**config.mk**
```make
export PLATFORM = sky130hd
export DESIGN_NAME = edge_window_period_capture_unit_flat
export DESIGN_NICKNAME = d
export VERILOG_FILES = /design/src/hdl/ewpc_pkg.sv /design/src/hdl/ewpc_if.sv /design/src/hdl/edge_window_period_capture_unit.sv /design/src/flat_wrapper.sv
export SDC_FILE = /design/constraint.sdc
export NUM_CORES = 1
export LEC_CHECK = 0
export ABC_AREA = 1
export BUFFER_PORTS_ARGS = -buffer_cell sky130_fd_sc_hd__buf_4
export CORE_AREA = 4 4 121 88
export DETAILED_ROUTE_END_ITERATION = 8
export DIE_AREA = 0 0 125 92
export GPL_ROUTABILITY_DRIVEN = 0
export PLACE_DENSITY = 0.79
export REMOVE_ABC_BUFFERS = 1
export SYNTH_ARGS = -nofsm -noshare
export SYNTH_HDL_FRONTEND = slang
export SYNTH_SLANG_ARGS = --single-unit
```
**constraint.sdc**
```tcl
create_clock -name i_clk -period 9.1 [get_ports i_clk]
set_clock_uncertainty 0.2 [all_clocks]
set_input_delay 1.365 -clock i_clk [delete_from_list [all_inputs] [get_ports i_clk]]
set_output_delay 1.365 -clock i_clk [all_outputs]
set_load 0.02 [all_outputs]
```
**src/hdl/ewpc_pkg.sv**
```systemverilog
// Types and constants shared by the edge window period capture block.
package ewpc_pkg;

    localparam int unsigned CaptureW   = 16;
    localparam int unsigned OvfW       = 7;
    localparam int unsigned WinW       = 8;
    localparam int unsigned CfgIdxW    = 2;
    localparam int unsigned CfgDataW   = 16;

    localparam logic [OvfW-1:0]     OvfMax          = 7'h7F;
    localparam logic [CaptureW-1:0] EdgesResetVal   = 16'd32768;
    localparam logic [WinW-1:0]     WindowsResetVal = 8'd16;

    localparam logic [CfgIdxW-1:0] CfgEdgesPerWindow = 2'd0;
    localparam logic [CfgIdxW-1:0] CfgWindowsToRun   = 2'd1;

    localparam logic OpEdge     = 1'b0;
    localparam logic OpOverflow = 1'b1;

    typedef struct packed {
        logic                op;
        logic [CaptureW-1:0] capture_value;
    } t_in_item;

    typedef struct packed {
        logic [CaptureW-1:0] start_capture;
        logic [CaptureW-1:0] end_capture;
        logic [OvfW-1:0]     overflow_count;
        logic                overflow_saturated;
        logic [WinW-1:0]     window_index;
        logic                last;
    } t_out_item;

endpackage

```
**src/hdl/ewpc_if.sv**
```systemverilog
// Valid/ready channel interfaces for event beats and window record beats.
interface ewpc_in_if import ewpc_pkg::*; ();
    logic     valid;
    logic     ready;
    t_in_item data;

    modport source (output valid, output data, input ready);
    modport sink   (input valid, input data, output ready);
endinterface

interface ewpc_out_if import ewpc_pkg::*; ();
    logic      valid;
    logic      ready;
    t_out_item data;

    modport source (output valid, output data, input ready);
    modport sink   (input valid, input data, output ready);
endinterface

```
**src/hdl/edge_window_period_capture_unit.sv**
```systemverilog
// Edge window period capture unit: top level.
//
// Takes one event beat per cycle (rising edge with timer capture, or timer
// overflow) and emits one record per completed window of edges_per_window
// edges, holding start and end captures, the overflow count saturated at
// 127 with its flag, the window index and a last mark. Each event is
// handled in the cycle it is accepted; a record appears in the output
// register on the next cycle. The input is ready whenever the output
// register is empty or being drained, so the rate is one event per cycle
// while the sink keeps up. After windows_to_run records the block ignores
// all events until reset. Configuration is a plain write port; index 0 is
// edges_per_window, index 1 windows_to_run.
module edge_window_period_capture_unit
    import ewpc_pkg::*;
(
    input  logic                i_clk,
    input  logic                i_rst_n,
    input  logic                i_cfg_we,
    input  logic [CfgIdxW-1:0]  i_cfg_index,
    input  logic [CfgDataW-1:0] i_cfg_data,
    ewpc_in_if.sink             i_in,
    ewpc_out_if.source          o_out
);

    logic [CaptureW-1:0] r_edges_per_window;
    logic [WinW-1:0]     r_windows_to_run;

    logic                r_window_armed,      n_window_armed;
    logic [OvfW-1:0]     r_overflows_seen,    n_overflows_seen;
    logic                r_overflow_sat_flag, n_overflow_sat_flag;
    logic [CaptureW-1:0] r_edges_seen,        n_edges_seen;
    logic [CaptureW-1:0] r_start_latch,       n_start_latch;
    logic [WinW-1:0]     r_windows_done,      n_windows_done;
    logic                r_calibration_done,  n_calibration_done;

    logic                r_out_valid, n_out_valid;
    t_out_item           r_out,       n_out;

    logic                in_beat;
    logic                emit;
    logic [CaptureW:0]   next_edges;
    logic [WinW:0]       next_done;
    logic                is_last;

    assign i_in.ready  = !r_out_valid || o_out.ready;
    assign in_beat     = i_in.valid && i_in.ready;
    assign o_out.valid = r_out_valid;
    assign o_out.data  = r_out;

    assign next_edges = {1'b0, r_edges_seen} + {{CaptureW{1'b0}}, 1'b1};
    assign next_done  = {1'b0, r_windows_done} + {{WinW{1'b0}}, 1'b1};
    assign is_last    = (next_done >= {1'b0, r_windows_to_run}) || next_done[WinW];

    always_comb begin
        n_window_armed      = r_window_armed;
        n_overflows_seen    = r_overflows_seen;
        n_overflow_sat_flag = r_overflow_sat_flag;
        n_edges_seen        = r_edges_seen;
        n_start_latch       = r_start_latch;
        n_windows_done      = r_windows_done;
        n_calibration_done  = r_calibration_done;
        emit                = 1'b0;

        n_out.start_capture      = r_start_latch;
        n_out.end_capture        = i_in.data.capture_value;
        n_out.overflow_count     = r_overflows_seen;
        n_out.overflow_saturated = r_overflow_sat_flag;
        n_out.window_index       = r_windows_done;
        n_out.last               = is_last;

        if (in_beat && !r_calibration_done) begin
            if (i_in.data.op == OpOverflow) begin
                if (r_window_armed) begin
                    if (r_overflows_seen >= OvfMax) begin
                        n_overflows_seen    = OvfMax;
                        n_overflow_sat_flag = 1'b1;
                    end else begin
                        n_overflows_seen = r_overflows_seen + {{(OvfW-1){1'b0}}, 1'b1};
                    end
                end
            end else if (!r_window_armed) begin
                n_window_armed      = 1'b1;
                n_start_latch       = i_in.data.capture_value;
                n_edges_seen        = {{(CaptureW-1){1'b0}}, 1'b1};
                n_overflows_seen    = '0;
                n_overflow_sat_flag = 1'b0;
            end else if (next_edges < {1'b0, r_edges_per_window}) begin
                n_edges_seen = next_edges[CaptureW-1:0];
            end else begin
                emit                = 1'b1;
                n_window_armed      = 1'b0;
                n_edges_seen        = '0;
                n_overflows_seen    = '0;
                n_overflow_sat_flag = 1'b0;
                if (is_last) begin
                    n_windows_done     = '0;
                    n_calibration_done = 1'b1;
                end else begin
                    n_windows_done = next_done[WinW-1:0];
                end
            end
        end

        if (emit) begin
            n_out_valid = 1'b1;
        end else if (o_out.ready) begin
            n_out_valid = 1'b0;
        end else begin
            n_out_valid = r_out_valid;
        end
    end

    always_ff @(posedge i_clk) begin
        if (!i_rst_n) begin
            r_edges_per_window  <= EdgesResetVal;
            r_windows_to_run    <= WindowsResetVal;
            r_window_armed      <= 1'b0;
            r_overflows_seen    <= '0;
            r_overflow_sat_flag <= 1'b0;
            r_edges_seen        <= '0;
            r_start_latch       <= '0;
            r_windows_done      <= '0;
            r_calibration_done  <= 1'b0;
            r_out_valid         <= 1'b0;
        end else begin
            if (i_cfg_we) begin
                case (i_cfg_index)
                    CfgEdgesPerWindow: r_edges_per_window <= i_cfg_data;
                    CfgWindowsToRun:   r_windows_to_run   <= i_cfg_data[WinW-1:0];
                    default: ;
                endcase
            end
            r_window_armed      <= n_window_armed;
            r_overflows_seen    <= n_overflows_seen;
            r_overflow_sat_flag <= n_overflow_sat_flag;
            r_edges_seen        <= n_edges_seen;
            r_start_latch       <= n_start_latch;
            r_windows_done      <= n_windows_done;
            r_calibration_done  <= n_calibration_done;
            r_out_valid         <= n_out_valid;
        end
    end

    always_ff @(posedge i_clk) begin
        if (emit) begin
            r_out <= n_out;
        end
    end

endmodule
```
**src/flat_wrapper.sv**
```systemverilog
// flat-port wrapper written by rule: the top's interface ports become plain ports
module edge_window_period_capture_unit_flat import ewpc_pkg::*;
  (i_clk, i_rst_n, i_cfg_we, i_cfg_index, i_cfg_data, i_in_valid, i_in_data, i_in_ready, o_out_valid, o_out_data, o_out_ready);
  ewpc_in_if i_in_i ();
  ewpc_out_if o_out_i ();
  input  logic i_clk;
  input  logic i_rst_n;
  input  logic i_cfg_we;
  input  logic [CfgIdxW-1:0] i_cfg_index;
  input  logic [CfgDataW-1:0] i_cfg_data;
  input wire logic [$bits(i_in_i.valid)-1:0] i_in_valid;
  input wire logic [$bits(i_in_i.data)-1:0] i_in_data;
  output wire logic [$bits(i_in_i.ready)-1:0] i_in_ready;
  output wire logic [$bits(o_out_i.valid)-1:0] o_out_valid;
  output wire logic [$bits(o_out_i.data)-1:0] o_out_data;
  input wire logic [$bits(o_out_i.ready)-1:0] o_out_ready;
  assign i_in_i.valid = i_in_valid;
  assign i_in_i.data = i_in_data;
  assign i_in_ready = i_in_i.ready;
  assign o_out_valid = o_out_i.valid;
  assign o_out_data = o_out_i.data;
  assign o_out_i.ready = o_out_ready;
  edge_window_period_capture_unit u_core (.i_clk(i_clk), .i_rst_n(i_rst_n), .i_cfg_we(i_cfg_we), .i_cfg_index(i_cfg_index), .i_cfg_data(i_cfg_data), .i_in(i_in_i), .o_out(o_out_i));
endmodule
```
---- After elaboration in Yosys (flattened, before gate mapping) ----
Cells that the tools add are included.
word-level totals
  bits in registers ....................... 124
  output and inout port bits .............. 51
cells by class
  add/subtract/negate cells ............... 3
  magnitude comparators ................... 3
  equality and inequality tests ........... 4
  muxes and demuxes ....................... 21
  bitwise gates (word level) .............. 3
  reduce and logical (&&, ||, !) cells .... 16
operator list
  operator                                                                count
  7-bit two-way mux                                                       5
  16-bit two-way mux                                                      2
  16-bit by 1-bit adder with 17-bit output (second input constant)        1
  17-bit by 16-bit < comparator with 1-bit output                         1
  1-bit two-way mux                                                       13
  8-bit by 1-bit adder with 9-bit output (second input constant)          1
  9-bit by 8-bit >= comparator with 1-bit output                          1
  8-bit two-way mux                                                       1
  4-bit AND reduction                                                     2
  7-bit by 1-bit adder with 7-bit output (second input constant)          1
  7-bit >= comparator (second input constant)                             1
  2-bit AND reduction                                                     3
  3-bit AND reduction                                                     2
  5-bit AND reduction                                                     1
  2-bit by 1-bit != test with 1-bit output (second input constant)        2
  3-bit != test (second input constant)                                   1
  1-bit NOT                                                               3
  2-bit by 1-bit equality test with 1-bit output (second input constant)  1
  1-bit logical AND                                                       2
  1-bit logical NOT                                                       2
  2-bit logical NOT                                                       1
  1-bit logical OR                                                        2
  2-bit nonzero test                                                      1

---- Depth between registers and ports, before layout ----
Gate-level depths: netlist of run 1.
  word-level depth ........................ 7
  depth in mapped cells ................... 21
  gate-level depth less buffers ........... 21

---- Worst setup path before layout of run 1 ----
Ideal clock, no wire load.
  kind .................................... reg-to-reg
  start point ............................. reg u_core.r_edges_seen[0]
  end point ............................... reg u_core.r_windows_done[1]
  arrival time ............................ 3.913 ns
  data required time ...................... 8.821 ns
  slack ................................... 4.907 ns
  cell stages (with the launch flop) ...... 17
  buffers on the path ..................... 0
  clock period less this slack ............ 4.193 ns
  cells stage by stage .................... dfxtp_1 > ha_1 > nand2_2 > nor2_4 > inv_1 > nor2_1 > nand3_1 > xor2_1 > inv_1 > ha_1 > and3_1 > nand4_1 > nor2_2 > nand2_4 > a21oi_2 > nand2_1 > o21ai_0
on the way
  longest elaborated chain between the ends .. 4
RTL lines
  what                                             line                                    text
  from (decl)                                      edge_window_period_capture_unit.sv:31   logic [CaptureW-1:0] r_edges_seen, n_edges_seen;
  from (signal assigned)                           edge_window_period_capture_unit.sv:136  r_edges_seen <= n_edges_seen;
  16-bit by 1-bit adder with 17-bit output         edge_window_period_capture_unit.sv:50   assign next_edges = {1'b0, r_edges_seen} + {{CaptureW{1'b0}}, 1'b1};
  17-bit by 16-bit < comparator with 1-bit output  edge_window_period_capture_unit.sv:87   end else if (next_edges < {1'b0, r_edges_per_window}) begin
  1-bit NOT (no line)                              n/a
  4-bit AND reduction (no line)                    n/a
  to (signal assigned)                             edge_window_period_capture_unit.sv:138  r_windows_done <= n_windows_done;
  to (decl)                                        edge_window_period_capture_unit.sv:33   logic [WinW-1:0] r_windows_done, n_windows_done;
No other way between the ends.
A chain may end at the register's enable or synchronous reset.

---- Worst setup path in the final report of run 1 ----
Same ends and word-level chain as after synthesis.

==> summary.txt, run 1 <==
Synthesis
  – #FFs+latches synth: 124
  – Most frequent cells after synthesis: nand2_1 (117), dfxtp_1 (75), inv_1 (70), a21oi_1 (62), nor2_1 (51)
  – Cell variety after synth: 32
  – Mapped Area: 5590 sq um
  – Top FF cell, synth: dfxtp_1
  – Gate Count Post-Synth: 624
  – Ys async rst share: 0%
  – Synth top area cells: dfxtp_1 (27%), edfxtp_1 (26%), nand2_1 (7.9%), ha_1 (5.8%), a21oi_1 (5.5%)
  – Yosys warns: 0
  – Seq/Total Area, Yosys: 53.1%
  – Most frequent cell after synthesis: nand2_1
  – Post-synth EDFFs: 49
  – Mapped Avg Cell Area: 8.96 sq um
  – Top cell type's share of synthesized area: 26.8%
  – Yosys top cell by area: dfxtp_1

Clock tree
  – TritonCTS clock tree: done
  – Num CTS Buffers: 17
  – Clock Latency Late Sink: 0.41 ns
  – Setup Buffers After CTS: 0
  – Clock Tree Root: clkbuf_16
  – Deepest clock path buffer count: 2
  – Clk slew on worst S/H paths: 0.06 ns
  – H-tree depth: 4
  – CTS resizes: 0
  – Clock sink total: 124
  – CTS Hold Bufs: 0

Cells and area
  – Layout Cells excl Fill: 855
  – Share of post-route cells with drive strength above 1: 21.9%
  – Number of fill cells: 721
  – Layout area overhead: 24.6%
  – Post-Route Utilization: 73.1%
  – Ant diodes: 0
  – Final net count: 780
  – Final instance area: 6970 sq um

Pwr
  – Pwr dens: 197 nW/um^2
  – Maximum ir drop on the vdd rail: 112 uV
  – Leak Pwr: 2.91 nW

Die
  – Core ar.: 9530 sq um
  – Row count: 30
  – I/O pins: 91
  – Die width: 125 um
  – Die Height: 92 um
  – Total die area: 11500 sq um
  – Starting Density: 58.7%

Timing
  – Worst Max-Slew Pin Slew: 1.04 ns
  – Final setup fails: 0
  – Final period util: 39.3%
  – Tmin final: 3.58 ns
  – TNS Setup: 0 ns
  – Final hold violation count: 0
  – Setup ws final: 5.52 ns
  – Fmax: 280 MHz
  – RSZ-0062 raised after global routing: no
  – Pins over their slew limit: 0
  – Slew HR: 30.8%

Drt
  – Wire per inst: 14.5 um
  – Via density: 5.22
  – Post-Route WL: 12400 um
  – Initial DRC count: 285
  – DRC: 0
  – Vias: 4465
  – 1st-pass router iterations: 5
  – Antenna-violating nets left: 0

Placement
  – Place WS: 5.56 ns
  – Placed instance count: 823
  – Hpwl dp: 8580 um
  – Area after DPL: 6350 sq um
  – Port-buffer cells: 90

Critical path
  – Critical Path End Type: flop
  – Crit path from: u_core.r_edges_seen[0]
  – Reg-to-Reg Start: u_core.r_edges_seen[0]
  – CP Launch Type: flop
  – Crit path kind: flop to flop
  – Slowest cell delay on critical path: 0.55 ns
  – CP Data Arrival Time: 3.72 ns
  – CP Max Fanout: 53
  – CP max stage cell: buf_4
  – Critical path, cell by cell: ha_1 > nand2_2 > nor2_4 > inv_1 > nor2_1 > nand3_1 > xor2_1 > inv_1 > ha_1 > and3_1 > nand4_1 > nor2_2 > nand2_4 > a21oi_4 > buf_4 > nand2_1 > o21ai_0
  – Worst Path Required: 9.24 ns

Status
  – Status: completed

Min path
  – Hold wc startpoint: u_core.r_start_latch[15]
  – Hold crit path type: flop to flop

GRT
  – GR Layer Usage met1: 29.5%
  – Gr usage total: 22.4%
  – Largest net degree at the start of global routing: 54
  – First-pass GRT wire length: 20800 um
  – Via count of the first global-routing pass: 4321
  – Global route hottest layer: met2
  – Initial antenna violation count: 0
  – GR met3 Demand/Resource: 5.82%
  – Global Route met2 Usage: 35.8%
  – GR Overflow Total: 0

Flow run
  – Max-cap violations: 0
[logic make-up after synthesis]
group                    count (synthesis)  share of synthesized area (%)
XOR/XNOR                                18                           2.82
AO/OA/AOI/OAI                          115                           11.4
AND/OR/NAND/NOR                        249                           20.1
adder cells (fa/ha/maj)                 26                           5.82
flip-flops                             124                           53.1
buffers and inverters                   92                           6.73
[power by group]
group	switching (mW)	total (mW)	internal (mW)
clock	0.256	0.699	0.443
sequential	0.00791	0.597	0.589
combinational	0.0459	0.0756	0.0297
total	0.310	1.37	1.06
[critical path: cells and delay by family (launching register included)]
kind                     cells  cell delay, ns
AND/OR/NAND/NOR              9            1.22
buffers and inverters        3            0.69
adder cells (fa/ha/maj)      2            0.52
flip-flops                   1            0.40
AO/OA/AOI/OAI                2            0.29
XOR/XNOR                     1            0.15
[sequential cells by signal (all words and copies together), names as in the netlist]
signal                      cells
u_core.o_out.data              49
u_core.r_window_armed           1
u_core.o_out.valid              1
u_core.r_windows_done           8
u_core.r_edges_per_window      16
u_core.r_windows_to_run         8
u_core.r_overflow_sat_flag      1
u_core.r_overflows_seen         7
u_core.r_start_latch           16
u_core.r_calibration_done       1
u_core.r_edges_seen            16
[through the flow]
step | power (mW) | hold slack [ns]
5_1_grt | 1.42 | 0.234
4_1_cts | 1.37 | 0.227
2_1_floorplan | 0.650 | 0.208
6_report | 1.37 | 0.227
3_3_place_gp | 0.679 | 0.213
3_5_place_dp | 0.683 | 0.216
[metal layers]
| metal | vias up | part of all wire, % |
|---|---|---|
| met2 | 172 | 46 |
| met3 | 14 | 7.3 |
| met4 | 0 | 1.2 |
| met5 | - | 0 |
| met1 | 2026 | 45 |
| li1 | 2253 | - |
[final cells by class]
class	count	area (sq um)	area share [%]
multi-input cells	408	2250	32.3
well taps	128	160	2.30
inverters	70	263	3.77
clock buffers	18	439	6.30
clock inverters	14	184	2.64
repair buffers	93	698	10.0
flip-flops and latches	124	2970	42.7
[final timing paths]
kind                              endpoint  slack, ns  cells after the start
hold reg to reg      u_core.o_out.data[48]       0.23                      0
setup / recovery  u_core.r_windows_done[1]       5.52                     17
hold / removal       u_core.o_out.data[48]       0.23                      0
setup reg to reg  u_core.r_windows_done[1]       5.52                     17
[cell usage in the layout, fill, tap and decap left out, types with 10 or more instances in the layout]
| cell | instances |
|---|---|
| nand2_1 | 117 |
| buf_4 | 93 |
| dfxtp_1 | 75 |
| inv_1 | 70 |
| a21oi_1 | 62 |
| nor2_1 | 51 |
| edfxtp_1 | 49 |
| nand3_1 | 45 |
| o21ai_0 | 34 |
| ha_1 | 26 |
| clkbuf_16 | 17 |
| xor2_1 | 14 |
| nand2_2 | 12 |
| a21oi_2 | 10 |
Power figures use the tool's default switching activity.
==> inputs of run 2 (changes only) <==
ABC_AREA = 0   (was 1)
CORE_AREA = 4 4 122 89   (was 4 4 121 88)
DIE_AREA = 0 0 126 93   (was 0 0 125 92)
PLACE_DENSITY = 0.75   (was 0.79)
clock period = 3.4 ns   (was 9.1 ns; I/O delays follow)
==> run 2 against run 1 <==
Die area rose by 1.9%. Final cell count fell by 9.1%. Clock power rose to 2.8 times the previous value. Sequential power rose to 2.6 times the previous value. Critical path type unchanged. Largest cell class unchanged. The flow now finishes with violations (setup timing).
==> summary.txt, run 2 <==
Drt
  – Antenna-violating nets left: 0 (unchanged)
  – Vias: 4452 (-0.29%)
  – Post-Route WL: 13700 um (+10%)
  – Routed wl met2: 6660 um (+16%)
  – Met1 WL: 5670 um (+1.8%)
  – Wire per inst: 17.6 um (+22%)
  – DRC: 0 (unchanged)
  – DR top layer: met4
  – Via density: 5.73 (+9.7%)
  – 1st-pass router iterations: 5 (unchanged)
  – Initial DRC count: 365 (+28%)
  – Met3 wire length: 967 um (+6.5%)

Synthesis
  – Gate Count Post-Synth: 521 (-17%)
  – Most frequent cell after synthesis: nand2_1
  – Top cell type's share of synthesized area: 28.0% (+1.2 points)
  – Yosys warns: 0 (unchanged)
  – #FFs+latches synth: 124 (unchanged)
  – Post-synth EDFFs: 49 (unchanged)
  – Mapped Area: 5360 sq um (-4.2%)
  – Ys async rst share: 0% (unchanged)
  – Most frequent cells after synthesis: nand2_1 (89), dfxtp_1 (75), a21oi_1 (59), edfxtp_1 (49), inv_1 (34)
  – Mapped Avg Cell Area: 10.3 sq um (+15%)
  – Synth top area cells: dfxtp_1 (28%), edfxtp_1 (27%), nand2_1 (6.2%), ha_1 (6.1%), a21oi_1 (5.5%)
  – Seq/Total Area, Yosys: 55.5% (+2.3 points)
  – Yosys top cell by area: dfxtp_1
  – Cell variety after synth: 57 (+78%)
  – Top FF cell, synth: dfxtp_1

Cells and area
  – Layout area overhead: 33.9%
  – Share of post-route cells with drive strength above 1: 28.8% (+6.9 points)
  – Most frequent cells in the layout: buf_4 (111), nand2_1 (89), dfxtp_1 (70)
  – Area of the multi-input gates: 2350 sq um (+4.2%)
  – Final net count: 702 (-10%)
  – Layout Cells excl Fill: 777 (-9.1%)
  – Register area: 2980 sq um (+0.29%)
  – Ant diodes: 0 (unchanged)
  – Number of fill cells: 661 (-8.3%)
  – Final instance area: 7170 sq um (+2.9%)
  – Most common cell after layout, fill and taps aside: buf_4
  – Largest register FFs: 49 (unchanged)
  – Post-Route Utilization: 74.7% (+1.6 points)

Die
  – Row count: 30 (unchanged)
  – Die Height: 93 um (+1.1%)
  – Total die area: 11700 sq um (+1.9%)
  – Die width: 126 um (+0.80%)
  – I/O pins: 91 (unchanged)
  – Starting Density: 55.8% (-2.9 points)
  – Core ar.: 9610 sq um (+0.79%)

Clock tree
  – Clk slew on worst S/H paths: 0.05 ns (about the same)
  – Num CTS Buffers: 17 (unchanged)
  – TritonCTS clock tree: done
  – Deepest clock path buffer count: 2 (unchanged)
  – Clock Latency Late Sink: 0.42 ns (about the same)
  – H-tree depth: 4 (unchanged)
  – Clock Tree Root: clkbuf_16
  – CTS Hold Bufs: 0 (unchanged)
  – Clock sink total: 124 (unchanged)

Critical path
  – Worst Path Required: 3.51 ns (-5.73 ns)
  – Crit path kind: flop to flop
  – Critical Path End Type: flop
  – CP Launch Type: flop
  – CP Max Fanout: 6 (-89%)
  – CP Data Arrival Time: 3.52 ns (-0.20 ns)
  – R2r worst-path depth: 13 (-4)

Timing
  – Worst Max-Slew Pin Slew: 0.888 ns (-0.150 ns)
  – Final setup fails: 5 (+5)
  – Pins over their slew limit: 0 (unchanged)
  – Final period util: 100% (+61 points)
  – Final hold violation count: 0 (unchanged)
  – Slew HR: 40.8% (+10 points)
  – Worst hold slack: 0.0802 ns (-0.147 ns)
  – Fmax: 293 MHz (+4.7%)
  – Setup ws final: -0.0161 ns (-5.54 ns)
  – Tmin final: 3.42 ns (-0.161 ns)

Status
  – Failing checks: setup timing
  – Status: finished with violations

Pwr
  – Sequential share of power: 42.7% (-0.8 points)
  – Sw frac: 20.6% (-2.0 points)
  – Switching power: 0.762 mW (+150%)
  – Leak Pwr: 2.98 nW (+2.2%)
  – Pwr dens: 515 nW/um^2 (+160%)
  – Logic pwr share: 5.0% (-0.5 points)
  – Clock power share: 52.3% (+1.3 points)
  – Pint: 2.93 mW (+180%)
  – Maximum ir drop on the vdd rail: 419 uV (+270%)

GRT
  – First-pass GRT wire length: 21100 um (+1.4%)
  – Initial antenna violation count: 0 (unchanged)
  – Gr usage total: 22.7% (+0.31 points)
  – GR Overflow Total: 0 (unchanged)
  – Largest net degree at the start of global routing: 29 (-46%)
  – Via count of the first global-routing pass: 4300 (-0.49%)

Placement
  – Place WS: -0.138 ns (-5.70 ns)
  – Area after DPL: 6300 sq um (-0.79%)
  – Hpwl dp: 9030 um (+5.2%)
  – Port-buffer cells: 90 (unchanged)
  – Placed instance count: 740 (-10%)

Flow run
  – Max-cap violations: 0 (unchanged)

Min path
  – Hold path depth: 1 (+1)
  – Hold crit path type: input pin to flop
[run 2: changes by cell type after synthesis, sizes merged, moves of 5 or more]
cell / change
a21oi: -14
nand2: -42
nor2: -37
a31oi: +5
a22o: +9
o21ai: -25
nand3: -33
xor2: -6
nand2b: +5
inv: -35
or3: +10
xnor2: +7
o22ai: +6
mux2i: +8
[run 2: layout make-up]
class | instances | share of cell area (%)
repair buffers | 116 | 12.8
well taps | 128 | 2.23
clock inverters | 13 | 2.77
clock buffers | 19 | 6.03
flip-flops and latches | 124 | 41.6
multi-input cells | 342 | 32.7
inverters | 35 | 1.87
[run 2: worst max-delay path, stage by stage, from the launching register on]
cell	delay (ns)
dfxtp_2	0.35
buf_4	0.13
nand4_1	0.16
nor3_4	0.26
nand4_1	0.22
xnor2_1	0.20
ha_1	0.31
nand3_2	0.10
buf_6	0.14
a2111oi_4	0.47
buf_4	0.22
or3_4	0.14
o21ai_4	0.09
o221a_2	0.33
[run 2: path summary, 6_finish.rpt]
check | start | to | slack [ns]
max | u_core.r_edges_seen[1] | u_core.r_overflows_seen[3] | -0.02
min | i_in_data[11] | u_core.o_out.data[28] | 0.08
max reg2reg | u_core.r_edges_seen[1] | u_core.r_overflows_seen[3] | -0.02
min reg2reg | u_core.r_start_latch[5] | u_core.o_out.data[38] | 0.22
[run 2: metal layers]
layer / vias to the layer above / track usage [%]
met5: - / 0
li1: 2094 / -
met3: 38 / 6.56
met2: 186 / 35.8
met1: 2134 / 29.3
met4: 0 / 10.1
[run 2: timing repair]
item,CTS,global route
gates resized for setup,6,31
setup endpoints to repair,80,83
setup buffers,1,2
pin swaps,1,9
cloned,0,2
[run 2: cell families (layout without fill, tap and decap cells)]
logic type,after synthesis,count (layout),synth area share (%)
AOI/OAI and AO/OA,118,118,14.5
xor gates and xnor gates,19,19,3.11
adders and majority gates,26,26,6.07
and+or+nand+nor,171,171,15.3
DFF,124,124,55.5
muxes,8,8,1.49
buffers and inverters,55,183,4.06
[run 2: power groups by stage]
stage	combinational [mW]	sequential (mW)	clock, mW
after global placement	0.162	1.61	0
after global routing	0.202	1.58	2.01
final	0.186	1.58	1.93
after floorplan	0.0828	1.61	0
after CTS	0.176	1.58	1.94
after detailed placement	0.170	1.61	0
[run 2: metrics by stage]
stage | TNS, ns | power [mW]
floorplan | -48.94 | 1.69
global placement | 0 | 1.77
detailed placement | -1.98 | 1.78
CTS | 0 | 3.69
global route | -3.80 | 3.79
finish | -0.0374 | 3.70
==> inputs of run 3 (changes only) <==
PLACE_DENSITY = not set   (was 0.75)
PLACE_DENSITY_LB_ADDON = 0.15   (was not set)
==> run 3 against run 2 <==
Die area did not move. Sequential power barely moved. Critical path type unchanged. The run now ends clean. Largest power group unchanged. Combinational power about the same.
==> summary.txt, run 3 (same netlist as run 2, synthesis figures left out) <==
Timing
  – Fmax: 296 MHz (+1.1%)
  – Final hold violation count: 0 (unchanged)
  – RSZ-0062 raised after global routing: yes
  – Final setup fails: 0 (-5)
  – Slew HR: 44.0% (+3.2 points)
  – Worst Max-Slew Pin Slew: 0.839 ns (-0.0482 ns)
  – Pins over their slew limit: 0 (unchanged)
  – Final period util: 99.3% (-1.1 points)
  – Setup ws final: 0.0225 ns (+0.0386 ns)
  – TNS Setup: 0 ns (+0.0374 ns)
  – Tmin final: 3.38 ns (-0.0386 ns)

Pwr
  – Tot Pwr: 3.56 mW (-3.7%)
  – Maximum ir drop on the vdd rail: 394 uV (-5.9%)
  – Sequential share of power: 44.3% (+1.6 points)
  – Pint: 2.73 mW (-6.8%)
  – Pwr dens: 496 nW/um^2 (-3.6%)
  – Sw frac: 23.2% (+2.6 points)
  – Logic pwr share: 5.3% (+0.3 points)
  – Leak Pwr: 2.94 nW (-1.1%)
  – Switching power: 0.824 mW (+8.2%)
  – Clock power share: 50.4% (-1.9 points)

Drt
  – Via density: 5.62 (-1.9%)
  – Wire per inst: 17.6 um (-0.31%)
  – Vias: 4386 (-1.5%)
  – 1st-pass router iterations: 8 (+3)
  – Initial DRC count: 320 (-12%)
  – Antenna-violating nets left: 0 (unchanged)
  – Post-Route WL: 13700 um (about the same)
  – DRC: 0 (unchanged)

Min path
  – Hold crit path type: input pin to flop
  – Hold path depth: 1 (unchanged)
  – Worst Hold End: u_core.o_out.data[23]
  – Hold wc startpoint: i_in_data[6]

Critical path
  – R2r worst-path depth: 11 (-2)
  – Worst Path Required: 3.54 ns (+0.03 ns)
  – CP Launch Type: flop
  – CP max stage cell: or4_4
  – Worst path depth: 11 (-2)
  – CP Max Fanout: 7 (+1)
  – Crit path kind: flop to flop
  – Reg2reg end: u_core.r_edges_seen[11]
  – Slowest cell delay on critical path: 0.55 ns (+0.08 ns)
  – Worst path bufs/invs: 0 (-3)
  – Critical Path End Type: flop
  – R2R Setup Slk: 0.02 ns (+0.04 ns)
  – CP Data Arrival Time: 3.52 ns (about the same)
  – Critical path, cell by cell: nand4_4 > or3_4 > nor2b_4 > xor2_2 > ha_1 > a21o_1 > a21oi_2 > o21ai_2 > or4_4 > or3_1 > o21ai_1
  – Cell family with the largest share of critical-path delay: simple AND/OR/NAND/NOR gates
  – Reg-to-Reg Start: u_core.r_edges_seen[7]

Status
  – Status: completed

Clock tree
  – Clock sink total: 124 (unchanged)
  – H-tree depth: 4 (unchanged)
  – Num CTS Buffers: 17 (unchanged)
  – Deepest clock path buffer count: 2 (unchanged)
  – Clk slew on worst S/H paths: 0.06 ns (about the same)
  – Clock Latency Late Sink: 0.42 ns (about the same)
  – TritonCTS clock tree: done
  – CTS Hold Bufs: 0 (unchanged)
  – Clock Tree Root: clkbuf_16

GRT
  – Via count of the first global-routing pass: 4298 (-0.047%)
  – First-pass GRT wire length: 21300 um (+1.1%)
  – Initial antenna violation count: 0 (unchanged)
  – Gr usage total: 22.9% (+0.16 points)
  – Largest net degree at the start of global routing: 26 (-10%)
  – GR Overflow Total: 0 (unchanged)

Cells and area
  – Ant diodes: 0 (unchanged)
  – Layout area overhead: 33.7%
  – Post-Route Utilization: 74.6% (-0.078 points)
  – Largest register FFs: 49 (unchanged)
  – Most common cell after layout, fill and taps aside: buf_4
  – Final net count: 705 (+0.43%)
  – Share of post-route cells with drive strength above 1: 30.5% (+1.7 points)
  – Most frequent cells in the layout: buf_4 (114), nand2_1 (89), dfxtp_1 (71)

Placement
  – Port-buffer cells: 90 (unchanged)
  – Place WS: -0.175 ns (-0.0369 ns)
  – Hpwl dp: 8830 um (-2.2%)

Die
  – Die Height: 93 um (unchanged)
  – Row count: 30 (unchanged)
  – I/O pins: 91 (unchanged)
  – Total die area: 11700 sq um (unchanged)
  – Starting Density: 55.8% (unchanged)
  – Die width: 126 um (unchanged)
  – Core ar.: 9610 sq um (unchanged)

Flow run
  – Max-cap violations: 0 (unchanged)
==> run 3: worst register-to-register path: stages, from the launching register on <==
cell,delay (ns)
dfxtp_1,0.41
nand4_4,0.14
or3_4,0.44
nor2b_4,0.16
xor2_2,0.18
ha_1,0.28
a21o_1,0.21
a21oi_2,0.18
o21ai_2,0.11
or4_4,0.55
or3_1,0.34
o21ai_1,0.09
==> run 3: layout make-up <==
cell class / count / area, sq um
Tap cell: 128 / 160
Timing Repair Buffer: 119 / 930
Sequential cell: 124 / 2980
Clock inverter: 15 / 165
Clock buffer: 17 / 425
Inverter: 35 / 131
Multi-Input combinational cell: 342 / 2380
Fill cell: 663 / 2440
==> run 3: per-layer routing <==
metal	vias up	track usage [%]	share of wire, %
met5	-	0	0
met4	0	7.41	2.0
met3	26	6.05	5.6
met2	168	37.7	50
met1	2098	29.6	43
li1	2094	-	-
==> run 3: worst max-delay path by stage <==
stage	startpoint	end	slack, ns
global placement	u_core.r_edges_seen[0]	u_core.r_edges_seen[4]	-0.005
CTS	u_core.r_edges_seen[1]	u_core.r_edges_seen[4]	0.02
global route	u_core.r_edges_seen[0]	u_core.r_overflows_seen[3]	-0.13
detailed placement	u_core.r_edges_seen[1]	u_core.r_edges_seen[4]	-0.17
finish	u_core.r_edges_seen[7]	u_core.r_edges_seen[11]	0.02
floorplan	u_core.r_edges_seen[0]	u_core.r_windows_done[0]	-0.83
==> run 3: power by group through the flow <==
stage / combinational, mW / sequential, mW / clock [mW]
floorplan: 0.0828 / 1.61 / 0
global placement: 0.162 / 1.61 / 0
detailed placement: 0.169 / 1.61 / 0
CTS: 0.176 / 1.58 / 1.80
global route: 0.207 / 1.58 / 1.88
finish: 0.188 / 1.58 / 1.79
==> run 3: through the flow <==
stage | instances | hold slack (ns) | cell area (sq um)
final | 780 | 0.0761 | 7170
after global routing | 780 | 0.0619 | 7170
after detailed placement | 742 | 0.216 | 6310
after floorplan | 501 | 0.208 | 5270
after CTS | 775 | 0.0691 | 6960
after global placement | 742 | 0.212 | 6310
==> run 3: timing repair <==
item                                    CTS  global route
gates resized for setup                  10            31
pin swaps                                 4            18
endpoints found under the setup margin   70            83
setup buffers                             1             5
gates cloned                              0             0
